$ cat config.mk
export PLATFORM = sky130hd
export DESIGN_NAME = ttf_queue
export DESIGN_NICKNAME = d
export VERILOG_FILES = /design/src/rtl/ttf_pkg.sv /design/src/rtl/ttf_queue.sv
export SDC_FILE = /design/constraint.sdc
export NUM_CORES = 1
export LEC_CHECK = 0
export BUFFER_PORTS_ARGS = -buffer_cell sky130_fd_sc_hd__buf_2
export CORE_MARGIN = 4
export CORE_UTILIZATION = 45
export CTS_CLUSTER_SIZE = 24
export DETAILED_ROUTE_END_ITERATION = 8
export PLACE_DENSITY = 0.76
export SYNTH_ARGS = -nofsm -noshare
export SYNTH_HDL_FRONTEND = slang
export SYNTH_SLANG_ARGS = --single-unit
$ cat constraint.sdc
create_clock -name clk -period 3.85 [get_ports clk]
set_input_delay 1.155 -clock clk [delete_from_list [all_inputs] [get_ports clk]]
set_output_delay 1.155 -clock clk [all_outputs]
set_load 0.01 [all_outputs]
$ cat src/rtl/ttf_pkg.sv
// ----------------------------------------------------------------------------
// ttf_pkg
// Shared types, constants and the product schedule of the tangent frame block.
// ----------------------------------------------------------------------------
package ttf_pkg;

	localparam int POS_WIDTH_DEF  = 32;
	localparam int UNIT_FRAC_DEF  = 14;
	localparam int UV_WIDTH       = 18;
	localparam int OUT_WIDTH      = 16;
	localparam int CHUNK          = 16;   // multiplier slice of operand b
	localparam int MAG_W          = 31;   // scaled magnitude width
	localparam int SUM_W          = 64;
	localparam int ROOT_W         = 32;
	localparam int ROOT_STEPS     = 32;
	localparam int QUEUE_DEPTH    = 2;
	localparam int OPERANDS       = 10;
	localparam int NPROD          = 20;
	localparam int COMPS          = 10;
	localparam int RESULTS        = 9;

	// operand register codes
	typedef enum logic [3:0] {
		OP_AB_X, OP_AB_Y, OP_AB_Z,
		OP_AC_X, OP_AC_Y, OP_AC_Z,
		OP_D1U, OP_D1V, OP_D2U, OP_D2V
	} opnd_t;

	// component slots: determinant, tangent, bitangent, normal
	localparam logic [3:0] COMP_DET = 4'd0;
	localparam logic [3:0] COMP_TAN = 4'd1;
	localparam logic [3:0] COMP_BIT = 4'd4;
	localparam logic [3:0] COMP_NRM = 4'd7;

	typedef struct packed {
		opnd_t      a;
		opnd_t      b;
		logic       neg;   // second term of a difference
		logic       flip;  // follows the sign of the determinant
		logic [3:0] dst;
	} prod_t;

	typedef enum logic [3:0] {
		ST_IDLE, ST_MUL, ST_DRAIN, ST_VSTART, ST_LEN, ST_SCALE, ST_SQUARE,
		ST_SQRT, ST_DIV_LOAD, ST_DIV, ST_EMIT, ST_NEXT, ST_OUT
	} back_st_t;

	function automatic prod_t prod_entry(input logic [4:0] idx);
		prod_t p;
		case (idx)
			5'd0:  p = '{OP_D1U,  OP_D2V,  1'b0, 1'b0, COMP_DET};
			5'd1:  p = '{OP_D2U,  OP_D1V,  1'b1, 1'b0, COMP_DET};
			5'd2:  p = '{OP_AB_X, OP_D2V,  1'b0, 1'b1, COMP_TAN};
			5'd3:  p = '{OP_AC_X, OP_D1V,  1'b1, 1'b1, COMP_TAN};
			5'd4:  p = '{OP_AB_Y, OP_D2V,  1'b0, 1'b1, COMP_TAN + 4'd1};
			5'd5:  p = '{OP_AC_Y, OP_D1V,  1'b1, 1'b1, COMP_TAN + 4'd1};
			5'd6:  p = '{OP_AB_Z, OP_D2V,  1'b0, 1'b1, COMP_TAN + 4'd2};
			5'd7:  p = '{OP_AC_Z, OP_D1V,  1'b1, 1'b1, COMP_TAN + 4'd2};
			5'd8:  p = '{OP_AC_X, OP_D1U,  1'b0, 1'b1, COMP_BIT};
			5'd9:  p = '{OP_AB_X, OP_D2U,  1'b1, 1'b1, COMP_BIT};
			5'd10: p = '{OP_AC_Y, OP_D1U,  1'b0, 1'b1, COMP_BIT + 4'd1};
			5'd11: p = '{OP_AB_Y, OP_D2U,  1'b1, 1'b1, COMP_BIT + 4'd1};
			5'd12: p = '{OP_AC_Z, OP_D1U,  1'b0, 1'b1, COMP_BIT + 4'd2};
			5'd13: p = '{OP_AB_Z, OP_D2U,  1'b1, 1'b1, COMP_BIT + 4'd2};
			5'd14: p = '{OP_AB_Y, OP_AC_Z, 1'b0, 1'b0, COMP_NRM};
			5'd15: p = '{OP_AB_Z, OP_AC_Y, 1'b1, 1'b0, COMP_NRM};
			5'd16: p = '{OP_AB_Z, OP_AC_X, 1'b0, 1'b0, COMP_NRM + 4'd1};
			5'd17: p = '{OP_AB_X, OP_AC_Z, 1'b1, 1'b0, COMP_NRM + 4'd1};
			5'd18: p = '{OP_AB_X, OP_AC_Y, 1'b0, 1'b0, COMP_NRM + 4'd2};
			5'd19: p = '{OP_AB_Y, OP_AC_X, 1'b1, 1'b0, COMP_NRM + 4'd2};
			default: p = '{OP_D1U, OP_D2V, 1'b0, 1'b0, COMP_DET};
		endcase
		return p;
	endfunction

endpackage

$ cat src/rtl/ttf_queue.sv
// ----------------------------------------------------------------------------
// ttf_queue
// Short FIFO of triangle work items between the front and the back.
// ----------------------------------------------------------------------------
module ttf_queue import ttf_pkg::*; #(
	parameter int WIDTH = 8
) (
	input  logic             clk,
	input  logic             arst_n,
	input  logic             push,
	input  logic [WIDTH-1:0] push_data,
	output logic             space,
	input  logic             pop,
	output logic             avail,
	output logic [WIDTH-1:0] head
);

	localparam int PW = (QUEUE_DEPTH > 1) ? $clog2(QUEUE_DEPTH) : 1;
	localparam int CNTW = $clog2(QUEUE_DEPTH + 1);

	logic [WIDTH-1:0] mem_q [QUEUE_DEPTH];
	logic [PW-1:0]    wr_q, rd_q;
	logic [CNTW-1:0]  cnt_q;
	logic             do_push, do_pop;

	assign space   = cnt_q != CNTW'(QUEUE_DEPTH);
	assign avail   = cnt_q != '0;
	assign head    = mem_q[rd_q];
	assign do_push = push && space;
	assign do_pop  = pop && avail;

	always_ff @(posedge clk or negedge arst_n) begin
		if (!arst_n) begin
			wr_q  <= '0;
			rd_q  <= '0;
			cnt_q <= '0;
		end else begin
			if (do_push) wr_q <= (wr_q == PW'(QUEUE_DEPTH - 1)) ? '0 : wr_q + 1'b1;
			if (do_pop)  rd_q <= (rd_q == PW'(QUEUE_DEPTH - 1)) ? '0 : rd_q + 1'b1;
			cnt_q <= cnt_q + CNTW'(do_push) - CNTW'(do_pop);
		end
	end

	always_ff @(posedge clk) begin
		if (do_push) mem_q[wr_q] <= push_data;
	end

endmodule

=== Word level (Yosys, flattened, before mapping) ===
Memories as Yosys holds them, arrays and structs flattened.
Cells that the tools add are included.

* Register bits: 4
* RAM bits: 16
* Input port bits: 12
* Output and inout bits: 10
* Logic and storage cells: 16
* Memories kept: 1

{| class="wikitable"
|+ Memory list
! name !! depth !! bits a word !! read ports !! clocked after Yosys merged registers in !! wr ports !! RTL line !! source
|-
| mem_q || 2 || 8 || 1 || 0 || 1 || ttf_queue.sv:21 || <nowiki>logic [WIDTH-1:0] mem_q [QUEUE_DEPTH];</nowiki>
|}

* Add/subtract/negate cells: 4
* Equality and inequality tests: 1
* Mux-type cells: 4
* Reduce and logical (&&, ||, !) cells: 3

{| class="wikitable"
|+ Operator list
! cell !! count
|-
| 2-to-1 mux 1 bit || 4
|-
| adder 1 bit (second input constant) || 2
|-
| adder 2 x 1 -> 2 bit || 1
|-
| logical AND 1 bit || 2
|-
| inequality test 2 bit (second input constant) || 1
|-
| nonzero test 2 bit || 1
|-
| subtractor 2 x 1 -> 2 bit || 1
|}

=== Depth between registers and ports, before layout ===
Gate-level depths: netlist (run 1).

* Depth in word-level cells: 4
* Gate-level depth with buffers: 5
* Gate-level depth less buffers: 5

=== Worst setup path after synthesis (run 1) ===
OpenSTA, ideal clock, no wires.

* Path kind: register to output
* Start point: register rd_q
* End point: output head[0]
* Arrival: 0.858 ns
* Data required time: 2.695 ns
* Path slack: 1.837 ns
* Cell stages (with the launch flop): 3
* Path buffers: 1
* Cells stage by stage: dfrtp_1 > buf_2 > mux2_2

* Cells in the longest elaborated chain, start to end: 1

{| class="wikitable"
|+ RTL lines
! element !! RTL line !! source
|-
| start: declaration || ttf_queue.sv:22 || <nowiki>logic [PW-1:0] wr_q, rd_q;</nowiki>
|-
| start signal: assignment || ttf_queue.sv:39 || <nowiki>if (do_pop) rd_q <= (rd_q == PW'(QUEUE_DEPTH - 1)) ? '0 : rd_q + 1'b1;</nowiki>
|-
| memory (2 x 8 bit) || - ||
|-
| end: declaration || ttf_queue.sv:15 || <nowiki>output logic [WIDTH-1:0] head</nowiki>
|}

Every way passes these cells.

=== Worst setup path after layout (run 1) ===
Ends and elaborated chain as after synthesis.

==> results of run 1 <==
==> stage by stage <==
stage	power [mW]	utilization	worst slack [ns]	instances	hold slack [ns]
after global routing	0.741	0.572	1.21	96	0.518
after detailed placement	0.585	0.551	1.52	92	0.479
after CTS	0.701	0.572	1.27	96	0.503
after floorplan	0.506	-	1.84	47	0.460
final	0.692	0.572	1.30	96	0.505
after global placement	0.577	0.551	1.58	92	0.485
==> Yosys cell counts, drive strengths merged (2+ instances only) <==
cell type | count | share of area
mux2 | 8 | 0.11
xnor2 | 3 | 0.032
nor2 | 3 | 0.014
edfxtp | 16 | 0.59
dfrtp | 4 | 0.12
nand2 | 2 | 0.0093
==> cells by family after synthesis <==
group | synth area share
flip-flops | 0.717
AND/OR/NAND/NOR | 0.0804
multiplexers | 0.111
AO/OA/AOI/OAI | 0.0371
XOR/XNOR | 0.0325
buffers and inverters | 0.00618
adder cells (fa/ha/maj) | 0.0155
==> path summary, 6_finish.rpt <==
path / end / slack, ns / cells past startpoint
max in group asynchronous: cnt_q[1] / 3.09 / 1
hold / removal: wr_q / 0.50 / 1
min in group asynchronous: wr_q / 0.64 / 1
setup / recovery: head[0] / 1.30 / 2
setup reg to reg: mem_q[0][4] / 2.22 / 3
hold reg to reg: wr_q / 0.50 / 1
==> layout make-up <==
class	instances	area [um2]
well taps	25	31.3
fillers	150	731
repair buffers	21	105
clock buffers	4	36.3
flip-flops and latches	20	581
multi-input cells	26	224
==> metal layers <==
layer  up-vias  part of all wire  wire, um  global-route usage
li1        224                 -         -                   -
met1       219              0.41       508               0.132
met2        12              0.51       627               0.172
met3         2             0.064        79              0.0445
met4         0            0.0098        12              0.0404
met5         -                 0         0                   0
==> state kept, by name, indices dropped and copies added (netlist names) <==
register	count
cnt_q	2
mem_q	16
rd_q	1
wr_q	1
==> worst reg2reg max path: stages (launching register included) <==
cell and delay [ns]:
dfrtp_1 0.46, nand2b_1 0.17, nand2_1 0.09, nor2_1 0.55
==> power by group <==
part | switching (mW) | internal, mW
Sequential | 0.0475 | 0.302
Combinational | 0.103 | 0.121
Clock | 0.0603 | 0.0576
==> out/results.txt, run 1 <==
outcome - finished, final reports clean
synthesized cell area - 810 um2
Hold Path Class - flip-flop to flip-flop
syn_area_per_cell - 17.2 um2
# nets final - 85
crit path time final - 2.55 ns
measured slew at the worst slew-check pin - 0.697 ns
Placed Instance Area - 941 um2
CP bufs+invs - 1
Crit path required time - 2.69 ns
Final Hold Fails - 0
Placeable Area - 0.00171 mm2
final WL - 1.23 mm
CTS max path bufs - 2
Cells after Synth - 47
die area - 0.00254 mm2
Crit Path Max Fanout - 9
synth warn - 0
maximum VDD drop - 0.375 mV
row count - 15
MaxCap Viol Count - 0
post-synthesis cell type count - 17
initial core utilization - 0.474
Final Slew Violations - 0
crit-path max cell delay - 0.58 ns
Static Leakage - 0.386 nW
Crit path max-delay family - flip-flops
All-Layer GR Usage - 0.108
Area growth, synth to finish - 20.7%
post-route cell area - 977 um2
FF+latch count, synth - 20
H-tree levels - 1
maximum clock frequency - 0.392 GHz
syn_nets - 60
Final setup viols - 0
Setup TNS Final - 0 ns
number of DRC markers in iteration 0 - 5
Die Ht - 50.4 um
PortBufs - 21
Root Driver - clkbuf_4
vias per cell - 4.76
RSZ-0062 raised after global routing - false
CP Launch Point - rd_q
Num CTS Buffers - 3
io pins - 22
WS Path Type - flip-flop to output pin
gpl congestion - 0.667
Layout Skew - 0.00918 ns
most common cell after layout, fill and taps aside - buf_2
EDFF count, synth - 16
sequential fraction of the synthesis area - 0.717
WP data arrival - 1.39 ns
CP Capture Type - output pin
share of cells above drive strength 1 - 0.493
mean routed wirelength per cell - 12.8 um
DRT Pass-1 Iters - 4
detailed-route via count - 457
HP Start - wr_q
FF-to-FF Start - cnt_q[0]
Ant. Diodes - 0
ys flop type - edfxtp_1
Reg clk slew, reported paths - 0.11 ns
critical-path cell list - mux2_2 > buf_2
initial antenna violation count - 0
Post-CTS Setup Bufs - 0
Final HPWL DP - 910 um
CTS tree - yes
total congestion overflow - 0
commonest non-fill, non-tap cells in the layout - buf_2, edfxtp_1, mux2_2
FFs w/ async S/R, synth - 0.200
CTS Hold Bufs - 0
vias in the first global route - 444
post-route ant nets - 0
first-pass GRT wire length - 1.99 mm
largest net degree at the start of global routing - 12
Final period util - 0.662
CTS Sinks - 20
relative slew slack - 0.534
power per cell area - 708 mW/mm2
CP Launch Type - flip-flop
Critical-path top delay cell - dfrtp_1
Die W - 50.4 um
# DRC - 0
Skew-Pair Late Insertion Delay - 0.29 ns
Post-CTS Resized - 0
No activity file was read; power rests on OpenSTA's default activity.
==> run 2, diff against run 1 <==
--- a/config.mk
+++ b/config.mk
@@ -7,10 +7,10 @@
 export LEC_CHECK = 0
 export BUFFER_PORTS_ARGS = -buffer_cell sky130_fd_sc_hd__buf_2
 export CORE_MARGIN = 4
-export CORE_UTILIZATION = 45
+export CORE_UTILIZATION = 44
 export CTS_CLUSTER_SIZE = 24
 export DETAILED_ROUTE_END_ITERATION = 8
-export PLACE_DENSITY = 0.76
+export PLACE_DENSITY = 0.77
 export SYNTH_ARGS = -nofsm -noshare
 export SYNTH_HDL_FRONTEND = slang
 export SYNTH_SLANG_ARGS = --single-unit
==> constraint.sdc (replaced) <==
create_clock -name clk -period 2.2 [get_ports clk]
set_input_delay 0.66 -clock clk [delete_from_list [all_inputs] [get_ports clk]]
set_output_delay 0.66 -clock clk [all_outputs]
set_load 0.01 [all_outputs]
==> run 2 against run 1 <==
Sequential cell count stayed put. Register-to-register slack worse by 1.4 ns. Die area is 1.9% higher. Largest cell class unchanged. Clock power is 150% higher. Worst setup slack worse by 1.2 ns. Power is 91% higher. Clock skew is 0.0059 ns lower. Worst hold slack worse by 0.36 ns. Global-route usage is 0.099 points higher.
==> out/results.txt, run 2 (synthesis gave the netlist of run 1 again) <==
Worst R2R Setup Slack - 0.85 ns
gpl congestion - 0.683
power per cell area - 1310 mW/mm2
All-Layer GR Usage - 0.109
measured slew at the worst slew-check pin - 0.397 ns
WP data arrival - 1.42 ns
initial antenna violation count - 0
R2R depth - 2
io pins - 22
biggest regs - mem_q (16), cnt_q (2)
crit path time final - 2.08 ns
vias per cell - 4.86
number of DRC markers in iteration 0 - 6
CP Launch Type - flip-flop
maximum VDD drop - 0.724 mV
commonest non-fill, non-tap cells in the layout - buf_2, edfxtp_1, mux2_2
Die W - 50.9 um
CP Capture Type - output pin
Post-CTS Resized - 0
RSZ-0062 raised after global routing - false
FF-to-FF Start - cnt_q[0]
Final Core Density - 0.584
H-tree levels - 1
most common cell after layout, fill and taps aside - buf_2
largest net degree at the start of global routing - 13
Final setup viols - 0
total congestion overflow - 0
Final Hold Fails - 0
CTS tree - yes
Placeable Area - 0.00173 mm2
vias in the first global route - 486
row count - 15
initial core utilization - 0.469
CP Launch Point - rd_q
CTS Sinks - 20
Layout Skew - 0.00332 ns
Area growth, synth to finish - 24.6%
final hold slack - 0.146 ns
max reg flops - 16
Crit path required time - 1.54 ns
Post-CTS Setup Bufs - 0
Skew-Pair Late Insertion Delay - 0.29 ns
Worst R2R End - mem_q[1][0]
Die Ht - 50.9 um
die area - 0.00259 mm2
# nets final - 87
CTS Hold Bufs - 0
Crit Path Max Fanout - 9
share of cells above drive strength 1 - 0.507
Final period util - 0.946
maximum clock frequency - 0.481 GHz
CTS max path bufs - 2
Final HPWL DP - 965 um
CP Capture Point - head[6]
Static Leakage - 0.403 nW
Num CTS Buffers - 3
Setup TNS Final - 0 ns
# DRC - 0
detailed-route via count - 476
most flop-heavy register - mem_q
final WL - 1.29 mm
MaxCap Viol Count - 0
Root Driver - clkbuf_4
PortBufs - 21
post-route ant nets - 0
DRT Pass-1 Iters - 2
WS Path Type - flip-flop to output pin
Final Slew Violations - 0
Hold Path Class - input port to async pin
Reg clk slew, reported paths - 0.11 ns
Fillers - 160
relative slew slack - 0.735
Ant. Diodes - 0
mean routed wirelength per cell - 13.2 um
outcome - finished, final reports clean
first-pass GRT wire length - 2.02 mm
==> run 2: cell count changes in the layout (fill, tap and decap cells not counted), sizes merged <==
| cell | change |
|---|---|
| bufinv | +1 |
| buf | +2 |
| clkbuf | -1 |
==> run 2: layer usage <==
metal  track usage  share of wire  vias up
met3        0.0379          0.047        0
met4        0.0538              0        0
li1              -              -      231
met2         0.198           0.52       14
met5             0              0        -
met1         0.111           0.43      231
==> run 2: worst max-delay path, cell delays in order (launching register included) <==
cell     delay (ns)
dfrtp_1        0.60
mux2_2         0.39
buf_2          0.14
==> run 2: report_power, final <==
part / internal [mW] / switching, mW
clock network: 0.184 / 0.109
logic: 0.228 / 0.185
registers: 0.528 / 0.0849
==> run 2: cell type report <==
| cell class | instances | area [um2] | share of cell area |
|---|---|---|---|
| flip-flops and latches | 20 | 581 | 0.576 |
| multi-input cells | 26 | 224 | 0.222 |
| repair buffers | 23 | 120 | 0.119 |
| well taps | 25 | 31.3 | 0.0310 |
| clock inverters | 1 | 30.0 | 0.0298 |
| clock buffers | 3 | 22.5 | 0.0223 |
==> run 2: how the worst min path moves through the flow <==
stage           start  endpoint  slack (ns)
2_1_floorplan  arst_n  cnt_q[0]        0.36
3_3_place_gp   arst_n      wr_q        0.47
3_5_place_dp   arst_n      wr_q        0.47
4_1_cts        arst_n      wr_q        0.14
5_1_grt        arst_n      wr_q        0.12
6_report       arst_n      wr_q        0.15
==> run 2: stage by stage <==
step	setup WS, ns	area, um2	power, mW	cells
2_1_floorplan	0.682	810	0.885	47
3_3_place_gp	0.463	956	1.03	94
3_5_place_dp	0.452	956	1.04	94
4_1_cts	0.101	1010	1.34	98
5_1_grt	0.0450	1010	1.40	98
6_report	0.120	1010	1.32	98
