File: config.mk
export PLATFORM = sky130hd
export DESIGN_NAME = ttf_front_flat
export DESIGN_NICKNAME = d
export VERILOG_FILES = /design/src/rtl/ttf_pkg.sv /design/src/rtl/ttf_if.sv /design/src/rtl/ttf_front.sv /design/src/flat_wrapper.sv
export SDC_FILE = /design/constraint.sdc
export NUM_CORES = 1
export LEC_CHECK = 0
export ABC_AREA = 1
export BUFFER_PORTS_ARGS = -buffer_cell sky130_fd_sc_hd__buf_2
export CAP_MARGIN = 20
export CELL_PAD_IN_SITES_DETAIL_PLACEMENT = 1
export CELL_PAD_IN_SITES_GLOBAL_PLACEMENT = 1
export CORE_MARGIN = 3
export CORE_UTILIZATION = 45
export CTS_CLUSTER_SIZE = 28
export DETAILED_ROUTE_END_ITERATION = 12
export PLACE_DENSITY = 0.9
export SKIP_LAST_GASP = 1
export SLEW_MARGIN = 20
export SYNTH_ARGS = -nofsm -noshare
export SYNTH_HDL_FRONTEND = slang
export SYNTH_SLANG_ARGS = --single-unit
File: constraint.sdc
create_clock -name clk -period 22.2 [get_ports clk]
set_clock_uncertainty 0.15 [all_clocks]
set_input_delay 0 -clock clk [delete_from_list [all_inputs] [get_ports clk]]
set_output_delay 0 -clock clk [all_outputs]
set_load 0.01 [all_outputs]
File: src/rtl/ttf_pkg.sv
// ----------------------------------------------------------------------------
// ttf_pkg
// Shared types, constants and the product schedule of the tangent frame block.
// ----------------------------------------------------------------------------
package ttf_pkg;

	localparam int POS_WIDTH_DEF  = 32;
	localparam int UNIT_FRAC_DEF  = 14;
	localparam int UV_WIDTH       = 18;
	localparam int OUT_WIDTH      = 16;
	localparam int CHUNK          = 16;   // multiplier slice of operand b
	localparam int MAG_W          = 31;   // scaled magnitude width
	localparam int SUM_W          = 64;
	localparam int ROOT_W         = 32;
	localparam int ROOT_STEPS     = 32;
	localparam int QUEUE_DEPTH    = 2;
	localparam int OPERANDS       = 10;
	localparam int NPROD          = 20;
	localparam int COMPS          = 10;
	localparam int RESULTS        = 9;

	// operand register codes
	typedef enum logic [3:0] {
		OP_AB_X, OP_AB_Y, OP_AB_Z,
		OP_AC_X, OP_AC_Y, OP_AC_Z,
		OP_D1U, OP_D1V, OP_D2U, OP_D2V
	} opnd_t;

	// component slots: determinant, tangent, bitangent, normal
	localparam logic [3:0] COMP_DET = 4'd0;
	localparam logic [3:0] COMP_TAN = 4'd1;
	localparam logic [3:0] COMP_BIT = 4'd4;
	localparam logic [3:0] COMP_NRM = 4'd7;

	typedef struct packed {
		opnd_t      a;
		opnd_t      b;
		logic       neg;   // second term of a difference
		logic       flip;  // follows the sign of the determinant
		logic [3:0] dst;
	} prod_t;

	typedef enum logic [3:0] {
		ST_IDLE, ST_MUL, ST_DRAIN, ST_VSTART, ST_LEN, ST_SCALE, ST_SQUARE,
		ST_SQRT, ST_DIV_LOAD, ST_DIV, ST_EMIT, ST_NEXT, ST_OUT
	} back_st_t;

	function automatic prod_t prod_entry(input logic [4:0] idx);
		prod_t p;
		case (idx)
			5'd0:  p = '{OP_D1U,  OP_D2V,  1'b0, 1'b0, COMP_DET};
			5'd1:  p = '{OP_D2U,  OP_D1V,  1'b1, 1'b0, COMP_DET};
			5'd2:  p = '{OP_AB_X, OP_D2V,  1'b0, 1'b1, COMP_TAN};
			5'd3:  p = '{OP_AC_X, OP_D1V,  1'b1, 1'b1, COMP_TAN};
			5'd4:  p = '{OP_AB_Y, OP_D2V,  1'b0, 1'b1, COMP_TAN + 4'd1};
			5'd5:  p = '{OP_AC_Y, OP_D1V,  1'b1, 1'b1, COMP_TAN + 4'd1};
			5'd6:  p = '{OP_AB_Z, OP_D2V,  1'b0, 1'b1, COMP_TAN + 4'd2};
			5'd7:  p = '{OP_AC_Z, OP_D1V,  1'b1, 1'b1, COMP_TAN + 4'd2};
			5'd8:  p = '{OP_AC_X, OP_D1U,  1'b0, 1'b1, COMP_BIT};
			5'd9:  p = '{OP_AB_X, OP_D2U,  1'b1, 1'b1, COMP_BIT};
			5'd10: p = '{OP_AC_Y, OP_D1U,  1'b0, 1'b1, COMP_BIT + 4'd1};
			5'd11: p = '{OP_AB_Y, OP_D2U,  1'b1, 1'b1, COMP_BIT + 4'd1};
			5'd12: p = '{OP_AC_Z, OP_D1U,  1'b0, 1'b1, COMP_BIT + 4'd2};
			5'd13: p = '{OP_AB_Z, OP_D2U,  1'b1, 1'b1, COMP_BIT + 4'd2};
			5'd14: p = '{OP_AB_Y, OP_AC_Z, 1'b0, 1'b0, COMP_NRM};
			5'd15: p = '{OP_AB_Z, OP_AC_Y, 1'b1, 1'b0, COMP_NRM};
			5'd16: p = '{OP_AB_Z, OP_AC_X, 1'b0, 1'b0, COMP_NRM + 4'd1};
			5'd17: p = '{OP_AB_X, OP_AC_Z, 1'b1, 1'b0, COMP_NRM + 4'd1};
			5'd18: p = '{OP_AB_X, OP_AC_Y, 1'b0, 1'b0, COMP_NRM + 4'd2};
			5'd19: p = '{OP_AB_Y, OP_AC_X, 1'b1, 1'b0, COMP_NRM + 4'd2};
			default: p = '{OP_D1U, OP_D2V, 1'b0, 1'b0, COMP_DET};
		endcase
		return p;
	endfunction

endpackage

File: src/rtl/ttf_if.sv
// ----------------------------------------------------------------------------
// ttf channel interfaces
// Vertex input channel and frame result channel, valid/ready handshake.
// ----------------------------------------------------------------------------
interface ttf_vtx_if import ttf_pkg::*; #(
	parameter int POS_WIDTH = POS_WIDTH_DEF
);
	logic                        valid;
	logic                        ready;
	logic signed [POS_WIDTH-1:0] pos_x;
	logic signed [POS_WIDTH-1:0] pos_y;
	logic signed [POS_WIDTH-1:0] pos_z;
	logic signed [UV_WIDTH-1:0]  tex_u;
	logic signed [UV_WIDTH-1:0]  tex_v;

	modport source (output valid, pos_x, pos_y, pos_z, tex_u, tex_v, input ready);
	modport sink   (input valid, pos_x, pos_y, pos_z, tex_u, tex_v, output ready);
endinterface


File: src/rtl/ttf_front.sv
// ----------------------------------------------------------------------------
// ttf_front
// Takes vertices, holds the first two and forms edges and UV deltas on the third.
// ----------------------------------------------------------------------------
module ttf_front import ttf_pkg::*; #(
	parameter int POS_WIDTH = POS_WIDTH_DEF,
	localparam int EW     = POS_WIDTH + 1,
	localparam int DW     = UV_WIDTH + 1,
	localparam int ITEM_W = 6 * EW + 4 * DW
) (
	input  logic              clk,
	input  logic              arst_n,
	ttf_vtx_if.sink           vtx,
	output logic              push,
	output logic [ITEM_W-1:0] item,
	input  logic              space
);

	logic [1:0]                  slot_q;
	logic signed [POS_WIDTH-1:0] a_pos_q [3];
	logic signed [POS_WIDTH-1:0] b_pos_q [3];
	logic signed [UV_WIDTH-1:0]  a_uv_q  [2];
	logic signed [UV_WIDTH-1:0]  b_uv_q  [2];
	logic signed [POS_WIDTH-1:0] cur_pos [3];
	logic signed [EW-1:0]        ab [3];
	logic signed [EW-1:0]        ac [3];
	logic signed [DW-1:0]        d1u, d1v, d2u, d2v;
	logic                        take;

	// a slot code of two or three counts as the closing vertex
	assign vtx.ready = !slot_q[1] || space;
	assign take      = vtx.valid && vtx.ready;
	assign push      = take && slot_q[1];

	always_comb begin
		cur_pos[0] = vtx.pos_x;
		cur_pos[1] = vtx.pos_y;
		cur_pos[2] = vtx.pos_z;
		for (int i = 0; i < 3; i++) begin
			ab[i] = EW'(b_pos_q[i]) - EW'(a_pos_q[i]);
			ac[i] = EW'(cur_pos[i]) - EW'(a_pos_q[i]);
		end
		d1u = DW'(b_uv_q[0]) - DW'(a_uv_q[0]);
		d1v = DW'(b_uv_q[1]) - DW'(a_uv_q[1]);
		d2u = DW'(vtx.tex_u) - DW'(a_uv_q[0]);
		d2v = DW'(vtx.tex_v) - DW'(a_uv_q[1]);
		item = {ab[0], ab[1], ab[2], ac[0], ac[1], ac[2], d1u, d1v, d2u, d2v};
	end

	always_ff @(posedge clk or negedge arst_n) begin
		if (!arst_n) begin
			slot_q <= 2'd0;
		end else if (take) begin
			slot_q <= slot_q[1] ? 2'd0 : slot_q + 2'd1;
		end
	end

	always_ff @(posedge clk) begin
		if (take && slot_q == 2'd0) begin
			for (int i = 0; i < 3; i++) a_pos_q[i] <= cur_pos[i];
			a_uv_q[0] <= vtx.tex_u;
			a_uv_q[1] <= vtx.tex_v;
		end
		if (take && slot_q == 2'd1) begin
			for (int i = 0; i < 3; i++) b_pos_q[i] <= cur_pos[i];
			b_uv_q[0] <= vtx.tex_u;
			b_uv_q[1] <= vtx.tex_v;
		end
	end

endmodule

File: src/flat_wrapper.sv
// flat-port wrapper written by rule: the top's interface ports become plain ports
module ttf_front_flat import ttf_pkg::*;
#(
	parameter int POS_WIDTH = POS_WIDTH_DEF,
	localparam int EW     = POS_WIDTH + 1,
	localparam int DW     = UV_WIDTH + 1,
	localparam int ITEM_W = 6 * EW + 4 * DW
)
  (clk, arst_n, push, item, space, vtx_valid, vtx_pos_x, vtx_pos_y, vtx_pos_z, vtx_tex_u, vtx_tex_v, vtx_ready);
  ttf_vtx_if #(.POS_WIDTH(POS_WIDTH)) vtx_i ();
  input  logic clk;
  input  logic arst_n;
  output logic push;
  output logic [ITEM_W-1:0] item;
  input  logic space;
  input wire logic [$bits(vtx_i.valid)-1:0] vtx_valid;
  input wire logic [$bits(vtx_i.pos_x)-1:0] vtx_pos_x;
  input wire logic [$bits(vtx_i.pos_y)-1:0] vtx_pos_y;
  input wire logic [$bits(vtx_i.pos_z)-1:0] vtx_pos_z;
  input wire logic [$bits(vtx_i.tex_u)-1:0] vtx_tex_u;
  input wire logic [$bits(vtx_i.tex_v)-1:0] vtx_tex_v;
  output wire logic [$bits(vtx_i.ready)-1:0] vtx_ready;
  assign vtx_i.valid = vtx_valid;
  assign vtx_i.pos_x = vtx_pos_x;
  assign vtx_i.pos_y = vtx_pos_y;
  assign vtx_i.pos_z = vtx_pos_z;
  assign vtx_i.tex_u = vtx_tex_u;
  assign vtx_i.tex_v = vtx_tex_v;
  assign vtx_ready = vtx_i.ready;
  ttf_front #(.POS_WIDTH(POS_WIDTH)) u_core (.clk(clk), .arst_n(arst_n), .vtx(vtx_i), .push(push), .item(item), .space(space));
endmodule
Yosys cells after proc, flatten, opt, wreduce, memory -nomap -nowiden. Memories as Yosys holds them, arrays and structs flattened. Index checks and enable logic that the tools add are counted. Widths: inputs -> output; s select.

Register bits: 2. RAM bits: 264. Input port bits: 136. Output and inout port bits: 276. Word-level logic and storage cells: 29. Memories kept: 4.

Memory list: u_core.a_pos_q (depth 3, width 32, read ports 3, clocked after memory_dff 0, write ports 3, line ttf_front.sv:20) `logic signed [POS_WIDTH-1:0] a_pos_q [3];`; u_core.b_pos_q (depth 3, width 32, read ports 3, clocked after memory_dff 0, write ports 3, line ttf_front.sv:21) `logic signed [POS_WIDTH-1:0] b_pos_q [3];`; u_core.a_uv_q (depth 2, width 18, read ports 2, clocked after memory_dff 0, write ports 2, line ttf_front.sv:22) `logic signed [UV_WIDTH-1:0] a_uv_q [2];`; u_core.b_uv_q (depth 2, width 18, read ports 2, clocked after memory_dff 0, write ports 2, line ttf_front.sv:23) `logic signed [UV_WIDTH-1:0] b_uv_q [2];`.

Add/sub/neg operators: 11. Equality and inequality tests: 1. Multiplexer cells: 5. Reduce and logical (&&, ||, !) cells: 7.

Operators with widths (count): $sub 32x32->33 (6); $sub 18x18->19 (4); $logic_and 1x1->1 (4); $mux 1 (4); $add 2x1->2 const B (1); $eq 2x1->1 const B (1); $logic_not 2->1 (1); $mux 2 (1); $logic_not 1->1 (1); $logic_or 1x1->1 (1).

Longest topological paths before layout.
Depth after elaboration: 6. Depth in mapped cells: 14. Gate-level depth less buffers: 14.

Worst setup path after synthesis. Ideal clock, no wire load.

Kind: register to register. Start: register u_core.slot_q[1]. End: register u_core.slot_q[0]. Setup time: 134 ps. Data arrival time: 10135 ps. Data required time: 21916 ps. Path slack: 11781 ps. Stages on the path, launching flop included: 3. Buffers on the path: 0. Period minus slack after synthesis: 10419 ps. Cells stage by stage: dfrtp_1 -> nor3_1 -> o21bai_1.

Cells in the longest elaborated chain, start to end: 3. Elaborated cells between the ends (all ways): 4. Those cells by class: mux (1); reduce/logical (3).

Ends and longest elaborated chain: from (decl) (line ttf_front.sv:19) `logic [1:0] slot_q;`; from (signal assigned) (line ttf_front.sv:54) `slot_q <= slot_q[1] ? 2'd0 : slot_q + 2'd1;`; $logic_not 1->1 (line ttf_front.sv:31) `assign vtx.ready = !slot_q[1] || space;`; $logic_or 1x1->1 (line ttf_front.sv:31); $logic_and 1x1->1 (line ttf_front.sv:32) `assign take = vtx.valid && vtx.ready;`.

Several ways; a longest one is shown, not always the timed one. A chain may end at the register's enable or synchronous reset.

==> results.json <==
{
  "synth_seq_cells": 266,
  "synthTopCellsByCount": "nand2_1 (1745), inv_1 (997), nor2_1 (318), edfxtp_1 (264), ha_1 (264)",
  "synth_xor_area_share_pct": 4.049,
  "htreeDepth": 1,
  "syn_nets": 4715,
  "dpl_worst_slack_ns": 19.32,
  "drt.antenna.violating_nets": 0,
  "grtUsageTotal_pct": 36.27,
  "setup_viol": 0,
  "worst_hold_path.num_cells": 2,
  "antenna_found_initial": 16,
  "cts_max_path_buffers": 3,
  "hold_ws_ns": 0.03889,
  "cts_tree": "done",
  "clock_sinks": 266,
  "maxSlewHeadroom_pct": 29.73,
  "clk_pin_slew_ns": 0.07,
  "yosys.area.top_type": "edfxtp_1",
  "nFillCells": 8257,
  "fp-row-count": 89,
  "grt_pass1_vias": 33020,
  "synth_top_family_by_area": "simple AND/OR/NAND/NOR gates",
  "cts_made_buffers": 30,
  "synth.mux.area_fraction_pct": 0,
  "hpwl_um": 84920,
  "critPathLaunchType": "register",
  "cp_cell_sequence": "ha_1 > fa_1 > inv_1 > nand2_1 > nand2_1 > nand3_1 > nand2_1 > nand2_1 > nand2_2 > xor2_1 > buf_2",
  "drc": 0,
  "synth_area_leaders": "edfxtp_1 (29%), nand2_1 (24%), inv_1 (14%)",
  "grt_max_degree": 70,
  "netlist_area_um2": 27250,
  "power_leakage_nw": 19.53,
  "synth_top_flop_cell": "edfxtp_1",
  "crit_path_start": "u_core.a_pos_q[0][0]",
  "firstDrtPassIters": 5,
  "worst_pin_slew_ns": 1.054,
  "die_w_um": 252.1,
  "fmax_mhz": 312.6,
  "place.port_buffers": 411,
  "clk_latency_ns": 0.58,
  "fp.coreArea_um2": 59460,
  "reg2reg_depth": 3,
  "async_flop_share_pct": 0.7519,
  "r2r-start": "u_core.slot_q[1]",
  "cts_root_buf": "clkbuf_16",
  "post_cts_buffers": 0,
  "synth_compound_area_share_pct": 4.807,
  "die_y_um": 252.1,
  "hold_violations": 0,
  "synth-seq-area-share_pct": 29.27,
  "end_kind": "primary output",
  "max_cap_violations": 0,
  "io_pins": 412,
  "holdCritPathClass": "in2reg",
  "start_util_pct": 45.83,
  "drive_above_1_share_pct": 10.49,
  "yosys_warnings": 0,
  "cts_resized": 0,
  "r2r_setup_slack_ns": 19.20,
  "die-area_um2": 63550,
  "cp_common_cell": "nand2_1",
  "setup_ws_ns": 19.00,
  "path_class": "reg2out",
  "rsz0062_at_grt": "no",
  "outcome": "completed",
  "finalCoreUtilization_pct": 55.08,
  "multiInputGateArea_um2": 15510,
  "power_density_nw_per_um2": 105.9,
  "synthSimpleGateAreaFrac_pct": 35.16,
  "wl_per_cell_um": 20.91,
  "max_stage_delay_ns": 0.53,
  "post-route-min-period_ns": 3.198,
  "synth_top_area_share_pct": 29.09,
  "postSynthCellCount": 4305,
  "yosysMostFrequentCell": "nand2_1",
  "wirelength_um": 119400,
  "cp.arrival_ns": 3.05,
  "hold_path.startpoint": "vtx_pos_x[2]",
  "grt-ovfl-total": 0,
  "ys_types": 26,
  "drt-initial-drc-count": 2056,
  "vias_per_cell": 5.456,
  "postCtsHoldBufs": 147,
  "synth_area_per_cell_um2": 6.331,
  "maxSlewViolCount": 0,
  "gp_routability_congestion": 0.9179,
  "required_ns": 22.05,
  "synth_edf_count": 264,
  "register_area_um2": 7978,
  "final_nets": 5306,
  "synth_adder_area_share_pct": 12.85,
  "fin_setup_tns_ns": 0,
  "fin_crit_sh_pct": 14.41,
  "ir_drop_v": 0.00006367,
  "cpMaxStageDelayCell": "fa_1",
  "num_vias": 31160,
  "path_max_fanout": 3,
  "area_growth_pct": 20.19,
  "grt_pass1_wl_um": 182900
}
[placed cells by master, fill, tap and decap left out, drive strengths merged, types with 19 or more instances in the layout]
cell type and n:
dlygate4sd3 147, inv 997, clkbuf 33, nor2 318
nand3 224, ha 264, nand4 28, diode 19
xnor2 20, buf 416, nand2 1789, edfxtp 264
nor3 19, a21o 22, a21oi 185, xor2 106
[logic make-up (layout without fill, tap and decap cells)]
logic type | count (synthesis) | after routing
simple gates | 2400 | 2400
buf+inv | 1001 | 1614
fa+ha+maj | 274 | 274
flops | 266 | 266
compound gates | 238 | 238
xor+xnor | 126 | 126
other cells | 0 | 19
[layout make-up]
class,count,area share (%)
Multi-Input combinational cell,3038,47.35
Inverter,997,11.43
Tap cell,773,2.953
Clock buffer,33,2.391
Timing Repair Buffer,563,10.89
Clock inverter,21,0.4928
Sequential cell,266,24.36
Antenna cell,19,0.1452
[per-stage QoR]
step,power (mW),cells,cell area [µm²]
floorplan,2.055,4305,27250
global placement,2.710,5490,30290
detailed placement,2.800,5490,30290
CTS,3.340,5691,32710
global route,3.682,5704,32740
finish,3.468,5710,32760
[where the power goes]
part	switching (mW)	internal (mW)	total [mW]
registers	0.0454	0.680	0.726
clock network	0.246	0.277	0.522
logic	1.51	0.709	2.22
total	1.80	1.67	3.47
[worst paths after layout]
check                                   endpoint
min in group asynchronous       u_core.slot_q[0]
hold reg to reg                 u_core.slot_q[0]
setup reg to reg           u_core.a_pos_q[0][91]
max in group asynchronous       u_core.slot_q[1]
setup / recovery                       item[257]
hold / removal              u_core.b_pos_q[0][2]
[registers in the layout (all words and copies together) (netlist names)]
register        count
u_core.b_pos_q     96
u_core.a_uv_q      36
u_core.a_pos_q     96
u_core.slot_q       2
u_core.b_uv_q      36
[per-layer routing]
metal  wire (µm)  vias to the layer above  track usage [%]
met5           0                        -                0
met4        6851                        0            18.52
met3        8232                      428            5.783
met2       58230                     1442            64.43
met1       46110                    14970            42.37
li1            -                    14320                -
[worst max-delay path: cells and delay by family, from the launching register on]
kind	cells	cell delay (ns)
flip-flops	1	0.41
adder cells (fa/ha/maj)	2	0.84
XOR/XNOR	1	0.26
AND/OR/NAND/NOR	6	0.61
buffers and inverters	2	0.34
Power figures use the tool's default switching activity.
